### src/design/mlfp_pkg.sv
`default_nettype none

package mlfp_pkg;

    // header layout
    localparam int unsigned HeaderLen = 10;

    // magic bytes, first to last
    localparam logic [7:0] Magic0 = 8'h4E;
    localparam logic [7:0] Magic1 = 8'h4B;
    localparam logic [7:0] Magic2 = 8'h54;
    localparam logic [7:0] Magic3 = 8'h4D;

    // default for the payload size limit
    localparam logic [31:0] MaxPayloadReset = 32'd65536;

    // parser phase: magic bytes, type bytes, size bytes, payload
    typedef enum logic [3:0] {
        PH_MAGIC0  = 4'd0,
        PH_MAGIC1  = 4'd1,
        PH_MAGIC2  = 4'd2,
        PH_MAGIC3  = 4'd3,
        PH_TYPE0   = 4'd4,
        PH_TYPE1   = 4'd5,
        PH_SIZE0   = 4'd6,
        PH_SIZE1   = 4'd7,
        PH_SIZE2   = 4'd8,
        PH_SIZE3   = 4'd9,
        PH_PAYLOAD = 4'd10
    } phase_t;

    // per-byte status code
    typedef enum logic [1:0] {
        ST_INVALID    = 2'd0,
        ST_VALID      = 2'd1,
        ST_END_HEADER = 2'd2,
        ST_END_PACKET = 2'd3
    } status_t;

    // one result transfer
    typedef struct packed {
        status_t     status;
        logic [15:0] packet_type;
        logic [31:0] payload_size;
    } result_t;

endpackage

`default_nettype wire

### src/design/mlfp_core.sv
`default_nettype none

module mlfp_core (
    input  wire logic             aclk,
    input  wire logic             aresetn,
    input  wire logic             accept,
    input  wire logic [7:0]       data_byte,
    input  wire logic [31:0]      max_payload_size,
    output mlfp_pkg::result_t     result
);

    mlfp_pkg::phase_t phase_reg;
    mlfp_pkg::phase_t phase_next;
    logic [15:0]      type_reg;
    logic [15:0]      type_next;
    logic [31:0]      size_reg;
    logic [31:0]      size_next;
    logic [31:0]      remaining_reg;
    logic [31:0]      remaining_next;
    mlfp_pkg::status_t status;
    logic [31:0]      size_full;
    logic             size_too_big;
    logic             size_zero;
    logic             last_payload;

    // size as it stands once the last size byte is in
    assign size_full    = {data_byte, size_reg[23:0]};
    assign size_too_big = size_full > max_payload_size;
    assign size_zero    = size_full == 32'd0;
    assign last_payload = remaining_reg <= 32'd1;

    // next phase
    always_comb begin
        phase_next = phase_reg;
        if (accept) begin
            unique case (phase_reg)
                mlfp_pkg::PH_MAGIC0: begin
                    phase_next = (data_byte == mlfp_pkg::Magic0) ?
                                 mlfp_pkg::PH_MAGIC1 : mlfp_pkg::PH_MAGIC0;
                end
                mlfp_pkg::PH_MAGIC1: begin
                    phase_next = (data_byte == mlfp_pkg::Magic1) ?
                                 mlfp_pkg::PH_MAGIC2 : mlfp_pkg::PH_MAGIC0;
                end
                mlfp_pkg::PH_MAGIC2: begin
                    phase_next = (data_byte == mlfp_pkg::Magic2) ?
                                 mlfp_pkg::PH_MAGIC3 : mlfp_pkg::PH_MAGIC0;
                end
                mlfp_pkg::PH_MAGIC3: begin
                    phase_next = (data_byte == mlfp_pkg::Magic3) ?
                                 mlfp_pkg::PH_TYPE0 : mlfp_pkg::PH_MAGIC0;
                end
                mlfp_pkg::PH_TYPE0: phase_next = mlfp_pkg::PH_TYPE1;
                mlfp_pkg::PH_TYPE1: phase_next = mlfp_pkg::PH_SIZE0;
                mlfp_pkg::PH_SIZE0: phase_next = mlfp_pkg::PH_SIZE1;
                mlfp_pkg::PH_SIZE1: phase_next = mlfp_pkg::PH_SIZE2;
                mlfp_pkg::PH_SIZE2: phase_next = mlfp_pkg::PH_SIZE3;
                mlfp_pkg::PH_SIZE3: begin
                    phase_next = (size_too_big || size_zero) ?
                                 mlfp_pkg::PH_MAGIC0 : mlfp_pkg::PH_PAYLOAD;
                end
                mlfp_pkg::PH_PAYLOAD: begin
                    phase_next = last_payload ? mlfp_pkg::PH_MAGIC0 : mlfp_pkg::PH_PAYLOAD;
                end
                default: phase_next = mlfp_pkg::PH_MAGIC0;
            endcase
        end
    end

    // status and header field updates
    always_comb begin
        status         = mlfp_pkg::ST_INVALID;
        type_next      = type_reg;
        size_next      = size_reg;
        remaining_next = remaining_reg;
        unique case (phase_reg)
            mlfp_pkg::PH_MAGIC0: begin
                if (data_byte == mlfp_pkg::Magic0) status = mlfp_pkg::ST_VALID;
            end
            mlfp_pkg::PH_MAGIC1: begin
                if (data_byte == mlfp_pkg::Magic1) status = mlfp_pkg::ST_VALID;
            end
            mlfp_pkg::PH_MAGIC2: begin
                if (data_byte == mlfp_pkg::Magic2) status = mlfp_pkg::ST_VALID;
            end
            mlfp_pkg::PH_MAGIC3: begin
                if (data_byte == mlfp_pkg::Magic3) status = mlfp_pkg::ST_VALID;
            end
            mlfp_pkg::PH_TYPE0: begin
                type_next = {type_reg[15:8], data_byte};
                status    = mlfp_pkg::ST_VALID;
            end
            mlfp_pkg::PH_TYPE1: begin
                type_next = {data_byte, type_reg[7:0]};
                status    = mlfp_pkg::ST_VALID;
            end
            mlfp_pkg::PH_SIZE0: begin
                size_next = {size_reg[31:8], data_byte};
                status    = mlfp_pkg::ST_VALID;
            end
            mlfp_pkg::PH_SIZE1: begin
                size_next = {size_reg[31:16], data_byte, size_reg[7:0]};
                status    = mlfp_pkg::ST_VALID;
            end
            mlfp_pkg::PH_SIZE2: begin
                size_next = {size_reg[31:24], data_byte, size_reg[15:0]};
                status    = mlfp_pkg::ST_VALID;
            end
            mlfp_pkg::PH_SIZE3: begin
                size_next      = size_full;
                remaining_next = size_full;
                if (size_too_big) begin
                    status = mlfp_pkg::ST_INVALID;
                end else if (size_zero) begin
                    status = mlfp_pkg::ST_END_PACKET;
                end else begin
                    status = mlfp_pkg::ST_END_HEADER;
                end
            end
            mlfp_pkg::PH_PAYLOAD: begin
                remaining_next = remaining_reg - 32'd1;
                status = last_payload ? mlfp_pkg::ST_END_PACKET : mlfp_pkg::ST_VALID;
            end
            default: status = mlfp_pkg::ST_INVALID;
        endcase
    end

    // result of the byte on the input, fields after the update
    assign result.status       = status;
    assign result.packet_type  = type_next;
    assign result.payload_size = size_next;

    // parser state
    always_ff @(posedge aclk) begin
        if (!aresetn) begin
            phase_reg <= mlfp_pkg::PH_MAGIC0;
            type_reg  <= 16'd0;
            size_reg  <= 32'd0;
        end else begin
            phase_reg <= phase_next;
            if (accept) begin
                type_reg <= type_next;
                size_reg <= size_next;
            end
        end
    end

    // payload byte countdown
    always_ff @(posedge aclk) begin
        if (accept) begin
            remaining_reg <= remaining_next;
        end
    end

endmodule

`default_nettype wire

### src/design/mlfp_out_stage.sv
`default_nettype none

module mlfp_out_stage (
    input  wire logic              aclk,
    input  wire logic              aresetn,
    input  wire logic              load,
    input  wire mlfp_pkg::result_t result,
    output logic                   space,
    output logic                   m_valid,
    input  wire logic              m_ready,
    output logic [1:0]             m_status,
    output logic [15:0]            m_packet_type,
    output logic [31:0]            m_payload_size
);

    logic              valid_reg;
    mlfp_pkg::result_t result_reg;

    // room for a new result when empty or when the held one leaves now
    assign space = !valid_reg || m_ready;

    // valid flag
    always_ff @(posedge aclk) begin
        if (!aresetn) begin
            valid_reg <= 1'b0;
        end else if (load) begin
            valid_reg <= 1'b1;
        end else if (m_ready) begin
            valid_reg <= 1'b0;
        end
    end

    // result payload
    always_ff @(posedge aclk) begin
        if (load) begin
            result_reg <= result;
        end
    end

    assign m_valid        = valid_reg;
    assign m_status       = result_reg.status;
    assign m_packet_type  = result_reg.packet_type;
    assign m_payload_size = result_reg.payload_size;

endmodule

`default_nettype wire

### src/design/magic_length_frame_parser.sv
`default_nettype none

// Byte-serial parser for length-prefixed frames.
// Input channel (s_valid/s_ready/s_data_byte): one stream byte per transfer.
// Output channel (m_valid/m_ready/m_*): one result per input byte, in order,
// carrying the byte status (invalid, valid, end of header, end of packet)
// and the packet type and payload size as assembled after that byte.
// A frame is a four-byte magic, a 16-bit little-endian type, a 32-bit
// little-endian payload size and the payload. A bad magic byte or a size
// above the limit sends the parser back to hunting for the magic.
// Configuration: cfg_wr_en/cfg_wr_data write the payload size limit
// (65536 after reset); write it only while no transfer is in flight.
// The result is registered and appears in the cycle after the input transfer.
// Throughput: one byte per cycle unless stalled; the parser state is updated
// in the same cycle the byte is taken; the output register holds the result.
// Stall: while a result waits with m_ready low, s_ready drops; s_ready is
// high when the output register is empty or being emptied.
// Reset (aresetn low, synchronous): parser hunts for the first magic byte,
// type and size read zero, output register is empty.
module magic_length_frame_parser (
    input  wire logic        aclk,
    input  wire logic        aresetn,
    input  wire logic        s_valid,
    output logic             s_ready,
    input  wire logic [7:0]  s_data_byte,
    output logic             m_valid,
    input  wire logic        m_ready,
    output logic [1:0]       m_status,
    output logic [15:0]      m_packet_type,
    output logic [31:0]      m_payload_size,
    input  wire logic        cfg_wr_en,
    input  wire logic [31:0] cfg_wr_data
);

    logic              max_size_reg;
    logic [31:0]       max_payload_size_reg;
    logic              accept;
    logic              space;
    mlfp_pkg::result_t result;

    // input transfer
    assign s_ready = space;
    assign accept  = s_valid && space;

    // payload size limit register
    always_ff @(posedge aclk) begin
        if (!aresetn) begin
            max_payload_size_reg <= mlfp_pkg::MaxPayloadReset;
        end else if (cfg_wr_en) begin
            max_payload_size_reg <= cfg_wr_data;
        end
    end

    // tracks whether the limit was ever written, for the checks below
    always_ff @(posedge aclk) begin
        if (!aresetn) begin
            max_size_reg <= 1'b0;
        end else if (cfg_wr_en) begin
            max_size_reg <= 1'b1;
        end
    end

    mlfp_core u_core (
        .aclk             (aclk),
        .aresetn          (aresetn),
        .accept           (accept),
        .data_byte        (s_data_byte),
        .max_payload_size (max_payload_size_reg),
        .result           (result)
    );

    mlfp_out_stage u_out (
        .aclk           (aclk),
        .aresetn        (aresetn),
        .load           (accept),
        .result         (result),
        .space          (space),
        .m_valid        (m_valid),
        .m_ready        (m_ready),
        .m_status       (m_status),
        .m_packet_type  (m_packet_type),
        .m_payload_size (m_payload_size)
    );

`ifndef SYNTHESIS
    // every input transfer leaves a result in the output register
    assert property (@(posedge aclk) disable iff (!aresetn)
        s_valid && s_ready |=> m_valid)
        else $error("input transfer left no result");

    // a stalled result blocks the input side
    assert property (@(posedge aclk) disable iff (!aresetn)
        m_valid && !m_ready |-> !s_ready)
        else $error("input taken while result stalled");

    // an end of header never carries an empty payload
    assert property (@(posedge aclk) disable iff (!aresetn)
        m_valid && (m_status == mlfp_pkg::ST_END_HEADER) |-> (m_payload_size != 32'd0))
        else $error("end of header with zero payload size");

    // with the default limit an accepted header stays within it
    assert property (@(posedge aclk) disable iff (!aresetn)
        m_valid && !max_size_reg && (m_status == mlfp_pkg::ST_END_HEADER)
        |-> (m_payload_size <= mlfp_pkg::MaxPayloadReset))
        else $error("accepted header above the size limit");
`endif

endmodule

`default_nettype wire

### config.mk
export PLATFORM = sky130hd
export DESIGN_NAME = magic_length_frame_parser
export DESIGN_NICKNAME = d
export VERILOG_FILES = /design/src/design/mlfp_pkg.sv /design/src/design/mlfp_core.sv /design/src/design/mlfp_out_stage.sv /design/src/design/magic_length_frame_parser.sv
export SDC_FILE = /design/constraint.sdc
export NUM_CORES = 1
export LEC_CHECK = 0
export BUFFER_PORTS_ARGS = -buffer_cell sky130_fd_sc_hd__buf_4
export CELL_PAD_IN_SITES_DETAIL_PLACEMENT = 0
export CELL_PAD_IN_SITES_GLOBAL_PLACEMENT = 1
export CORE_MARGIN = 2
export CORE_UTILIZATION = 42
export CTS_BUF_LIST = sky130_fd_sc_hd__clkbuf_8
export DETAILED_ROUTE_END_ITERATION = 8
export GPL_TIMING_DRIVEN = 0
export PLACE_DENSITY = 0.74
export SLEW_MARGIN = 20
export SYNTH_ARGS = -nofsm -noshare
export SYNTH_HDL_FRONTEND = slang
export SYNTH_SLANG_ARGS = --single-unit
export TNS_END_PERCENT = 10
### constraint.sdc
create_clock -name aclk -period 3.3 [get_ports aclk]
set_input_delay 0.66 -clock aclk [delete_from_list [all_inputs] [get_ports aclk]]
set_output_delay 0.66 -clock aclk [all_outputs]
set_load 0.01 [all_outputs]
# Word level (Yosys, flattened, before mapping)
# Index checks and enable logic that the tools add are counted.
[totals]
ff_bits = 167
elab_cells = 56
out_inout_bits = 52
[op_classes]
magnitude_cmp = 2
n_mux = 20
n_addsub = 1
eq_ne = 14
reduce_logical = 10
[op_table]
columns = ["operator", "count"]
rows = [
  ["$pmux 32 s4", 1],
  ["$pmux 32 s2", 1],
  ["$pmux 4 s11", 1],
  ["$eq 8x7->1 const B", 4],
  ["$gt 32x32->1", 1],
  ["$le 32x1->1 const B", 1],
  ["$logic_not 32->1", 1],
  ["$pmux 16 s2", 1],
  ["$sub 32x1->32 const B", 1],
  ["$eq 4x3->1 const B", 4],
  ["$pmux 2 s7", 1],
  ["$eq 4x4->1 const B", 3],
  ["$eq 4x2->1 const B", 2],
  ["$mux 1", 8],
  ["$mux 2", 4],
  ["$mux 4", 2],
  ["$reduce_or 5->1", 1],
  ["$eq 4x1->1 const B", 1],
  ["$logic_not 4->1", 1],
  ["$reduce_bool 2->1", 2],
  ["$mux 3", 1],
  ["$logic_or 1x1->1", 2],
  ["$reduce_and 2->1", 1],
  ["$logic_and 1x1->1", 1],
  ["$logic_not 1->1", 1],
]

# Logic depth before layout (Yosys ltp)
[logic_depth]
ltp_word = 4
ltp_mapped = 9

# Modules after synthesis
# Synthesis repeated with hierarchy kept, for this count alone.
[hier_totals]
cells_unflattened = 761
area_unflattened_um2 = 8262.9
[by_module_without_submodules]
columns = ["mod", "cells_per_inst", "area_per_inst_um2", "seq_area_each_um2", "n_inst"]
rows = [
  ["mlfp_core", 603, 5465.2, 2001.9, 1],
  ["mlfp_out_stage", 54, 1550.2, 1521.5, 1],
  ["magic_length_frame_parser", 104, 1247.4, 640.6, 1],
]

# Least setup slack after synthesis
# No wires, ideal clock.
[synth_path]
kind = "flip-flop to flip-flop"
startpoint = "register u_core.phase_reg[1]"
endpoint = "register u_core.remaining_reg[0] (enable)"
synth_period_minus_slack_ns = 3.269
path_stages_with_launch = 8
arrival_time_ns = 2.848
setup_time_ns = 0.421
slack_ns = 0.031
path_cell_list = "dfxtp_1 > clkbuf_1 > nand2b_1 > nor2_1 > clkbuf_1 > buf_1 > nor2_1 > nor2_1"
[synth_between]
elab_chain_cells = 3
word_cells_on_any_way = 4
[synth_lines]
columns = ["element", "line", "text"]
rows = [
  ["start: declaration", "mlfp_core.sv:12", "mlfp_pkg::phase_t phase_reg;"],
  ["start signal: assignment", "mlfp_core.sv:136", "phase_reg <= mlfp_pkg::PH_MAGIC0;"],
  ["start signal: assignment", "mlfp_core.sv:140", "phase_reg <= phase_next;"],
  ["$eq 4x4->1", "mlfp_core.sv:76", "unique case (phase_reg)"],
  ["$reduce_bool 2->1 (no line) (*)", "--", ""],
  ["$reduce_and 2->1 (no line) (*)", "--", ""],
  ["end signal: assignment", "mlfp_core.sv:151", "remaining_reg <= remaining_next;"],
  ["end: declaration", "mlfp_core.sv:18", "logic [31:0] remaining_reg;"],
]
# Every way passes the cells marked *; elsewhere a longest branch is shown, timed or not.
# A chain may end at the register's enable or synchronous reset.

# Worst setup path after layout
[layout_path]
startpoint = "register u_core.phase_reg[1]"
endpoint = "register u_core.remaining_reg[14] (enable)"
# Same word-level chain as after synthesis.

==> run_results.csv <==
group,metric,value,unit
floorplanning,fp.dieArea,20100,um^2
synthesis,synth_compound_area_share,5.79,%
power_and_ir_drop,ir_worst_vdd,0.000242,V
critical_path,start_kind,"flip-flop",
cts,hold_buffers,0,
detailed_routing,remaining_drc_errors,0,
synthesis,post_synth_mux_area_share,9.39,%
sta,maxSlewViolCount,0,
synthesis,yosys.area_share.adder,5.33,%
critical_path,cpMaxStageDelayCell,"sky130_fd_sc_hd__buf_1",
sta,final_period_minus_worst_setup_slack,3000,ps
cts,post_cts_resize_count,0,
synthesis,synthesis.instances,810,
floorplanning,die_h,142,um
synthesis,number_of_unique_standard_cell_types_used_by_synthesis,50,
synthesis,mappedNetlistNets,889,
critical_path,worstReg2RegStart,"u_core.phase_reg[1]",
detailed_routing,route.detailed.vias_per_inst,5.24,
sta,tightest_slew,822,ps
hold_path,worstHoldPathType,"in2reg",
sta,final.setup.tns,0,ps
critical_path,biggest_fanout_along_the_worst_timing_path,21,
critical_path,worst-r2r-setup-slack,300,ps
detailed_routing,route.final.wire_length,20.5,mm
critical_path,worstReg2RegEnd,"u_core.remaining_reg[14]",
synthesis,synth.yosys.seq_area_share,52.2,%
cts,tritoncts_num_sinks,167,
synthesis,fraction_of_synthesized_cell_area_in_xor_and_xnor_cells,3.18,%
synthesis,yosys.area.top_type_share,30.9,%
floorplanning,placement_rows,50,
global_routing,grt_pass1_vias,5870,
critical_path,timing.critical_path.required,3470,ps
synthesis,synth.ff_latch_count,167,
sta,worst_skew,12.8,ps
floorplanning,fp.coreArea,18700,um^2
cts,cts_buffer_count,17,
placement,detailedPlace.worstSlack,313,ps
placement,port_buffers,95,
sta,setup_viol_count_final,0,
synthesis,synthDominantAreaCellType,"sky130_fd_sc_hd__edfxtp_1",
detailed_routing,ant_nets,0,
cts,clock_latency,470,ps
critical_path,critical-path-max-stage-delay,420,ps
sta,worst_hold_slack,421,ps
cts,tritoncts,"yes",
finish,layout.nets,1005,
placement,dp_hpwl,14.4,mm
global_routing,gr-total-overflow,0,
hold_path,worstHoldPathCells,3,
critical_path,timing.critical_path.arrival,3170,ps
hold_path,hold_path_end,"max_payload_size_reg[16]",
critical_path,worstPathBufferInverterCount,4,
cts,htree_num_levels,4,
synthesis,synth.top_cells.by_area,"sky130_fd_sc_hd__edfxtp_1 (31%), sky130_fd_sc_hd__dfxtp_1 (21%), sky130_fd_sc_hd__nor2_1 (8.3%)",
cts,post-cts-setup-buffers,0,
job,drv.max_cap_violation_count,0,
critical_path,worstSetupEndpointType,"flip-flop",
floorplanning,die_width,142,um
finish,insertedDiodeCount,0,
global_routing,initial_antenna_violation_count,0,
detailed_routing,firstDrtPassIters,6,
sta,layout_worst_path_cycle_share,91.0,%
cts,clock_pin_slew_reported_for_the_worst_setup_and_hold_paths_after_clock_tree_synthesis,90,ps
sta,rsz0062_at_grt,"no",
sta,hold_viol_final,0,
detailed_routing,drt_iter0_drc,415,
finish,area.growth.synth_to_final,19.0,%
synthesis,dominant_combinational_cell_family_by_area_after_synthesis,"simple AND/OR/NAND/NOR gates",
global_routing,grt.total_usage,20.9,%
hold_path,hold_start,"cfg_wr_data[16]",
global_routing,wire_length_of_the_first_global_routing_pass,32.1,mm
synthesis,synthesis.yosys.warnings,0,
cts,cts.path.max_buffers,2,
critical_path,cell_count_of_the_worst_reg_to_reg_path,8,
detailed_routing,wl_per_instance,17.5,um
finish,drive_above_1_share,20.1,%
floorplanning,ioPinCount,97,
sta,post-route-worst-setup-slack,296,ps
synthesis,synth_area,7980,um^2
floorplanning,initial_core_utilization,42.7,%
sta,slew_headroom,44.9,%
global_routing,grt_max_degree,31,
synthesis,synth_simple_gate_area_share,20.4,%
critical_path,timing.critical_path.max_delay_family,"buffers and inverters",
power_and_ir_drop,leakagePower,3.76,nW
cts,cts_root_buffer,"sky130_fd_sc_hd__clkbuf_8",
placement,gp_routability_congestion,0.833,
critical_path,worstSetupPathType,"reg2reg",
sta,highest_attainable_clock_frequency,333,MHz
detailed_routing,vias,6146,
power_and_ir_drop,power_per_cell_area,485,nW/um^2
outcome,outcome,"finished, final reports clean",
synthesis,syn_avg_cell_area,9.85,um^2
critical_path,worstPathCellList,"clkbuf_1 -> nand2b_1 -> nor2_1 -> clkbuf_1 -> buf_1 -> nor2_1 -> nor2_4 -> buf_16",
[stage by stage]
stage / power (mW) / util (%) / std cells / instance area [um^2]
after floorplan: 2.74 / - / 810 / 7980
after global placement: 2.98 / 48.0 / 1139 / 8990
after detailed placement: 2.99 / 48.4 / 1141 / 9050
after CTS: 4.65 / 50.8 / 1173 / 9500
after global routing: 4.80 / 50.8 / 1173 / 9500
final: 4.60 / 50.8 / 1173 / 9500
[cell usage after synthesis (all sizes together)]
| cell type | count |
|---|---|
| o211ai | 4 |
| mux2 | 39 |
| a2111o | 1 |
| nor2 | 177 |
| a311oi | 1 |
| a31oi | 2 |
| nand2 | 43 |
| o41ai | 1 |
| a2bb2oi | 1 |
| nand2b | 7 |
| and3 | 1 |
| a21oi | 51 |
| a211oi | 1 |
| nand4 | 9 |
| a21o | 1 |
| o2111ai | 1 |
| nor4b | 1 |
| and2 | 2 |
| mux2i | 31 |
| or2 | 2 |
| or3b | 1 |
| nor4 | 14 |
| and4 | 2 |
| xor2 | 10 |
| nand3 | 8 |
| o21ai | 14 |
| xnor2 | 19 |
| or3 | 3 |
| o31ai | 1 |
| nor2b | 3 |
| or4b | 1 |
| clkbuf | 27 |
| buf | 11 |
| nor3 | 65 |
| nor3b | 2 |
| dfxtp | 85 |
| a221oi | 2 |
| inv | 42 |
| edfxtp | 82 |
| ha | 34 |
| or4 | 8 |
[power by group]
group | internal (mW) | leakage, nW | switching, mW | total, mW
logic | 0.254 | 2.03 | 0.311 | 0.566
registers | 2.30 | 1.50 | 0.0771 | 2.37
clock network | 0.841 | 0.226 | 0.824 | 1.67
[worst min-delay path: cells and delay by family]
kind	cells	cell delay [ps]
and+or+nand+nor	1	40
AOI/OAI and AO/OA	1	60
buffers and inverters	1	80
[metal layers]
metal | global-route usage, % | routed length (um)
met4 | 4.47 | 163
met1 | 29.6 | 9880
met3 | 4.32 | 940
met5 | 0 | 0
met2 | 33.3 | 9550
[logic make-up after synthesis]
logic type | count (synthesis)
XOR/XNOR | 29
buffers and inverters | 80
adder cells (fa/ha/maj) | 34
multiplexers | 70
AO/OA/AOI/OAI | 81
AND/OR/NAND/NOR | 349
flip-flops | 167
[layout make-up]
type | count | area (um^2)
Inverter | 42 | 158
Clock inverter | 15 | 213
Sequential cell | 167 | 4160
Tap cell | 234 | 293
Buffer | 38 | 148
Clock buffer | 17 | 234
Timing Repair Buffer | 97 | 761
Fill cell | 1783 | 9210
Multi-Input combinational cell | 563 | 3530
[cells in the final DEF, fill, tap and decap left out, types with 5 or more instances in the layout]
master                     netlist  final
sky130_fd_sc_hd__clkbuf_1       27     26
sky130_fd_sc_hd__nand2b_1        7      7
sky130_fd_sc_hd__buf_4           0     95
sky130_fd_sc_hd__nor3_2          5      6
sky130_fd_sc_hd__buf_1          10     10
sky130_fd_sc_hd__nand4_1         9      9
sky130_fd_sc_hd__nor3_1         60     59
sky130_fd_sc_hd__ha_1           34     34
sky130_fd_sc_hd__edfxtp_1       82     82
sky130_fd_sc_hd__o21ai_0        14     14
sky130_fd_sc_hd__clkbuf_8        0     17
sky130_fd_sc_hd__mux2_2         39     39
sky130_fd_sc_hd__xor2_1         10     10
sky130_fd_sc_hd__nand2_1        42     42
sky130_fd_sc_hd__inv_6           0      5
sky130_fd_sc_hd__or4_1           5      5
sky130_fd_sc_hd__clkinv_4        0      5
sky130_fd_sc_hd__inv_1          41     41
sky130_fd_sc_hd__nor4_1         12     12
sky130_fd_sc_hd__nand3_1         8      8
sky130_fd_sc_hd__nor2_1        177    176
sky130_fd_sc_hd__xnor2_1        19     19
sky130_fd_sc_hd__dfxtp_1        85     85
sky130_fd_sc_hd__a21oi_1        49     49
sky130_fd_sc_hd__mux2i_1        31     31
[worst max-delay path by stage]
stage | startpoint | endpoint | depth (start not counted)
4_1_cts | u_core.phase_reg[1] | u_core.remaining_reg[14] | 8
3_5_place_dp | u_core.phase_reg[1] | u_core.remaining_reg[11] | 8
3_3_place_gp | u_core.phase_reg[1] | u_core.remaining_reg[11] | 7
2_1_floorplan | u_core.phase_reg[1] | u_core.remaining_reg[0] | 7
6_report | u_core.phase_reg[1] | u_core.remaining_reg[14] | 8
5_1_grt | u_core.phase_reg[1] | u_core.remaining_reg[10] | 8
Note: power is estimated with default switching activity, not from simulation.
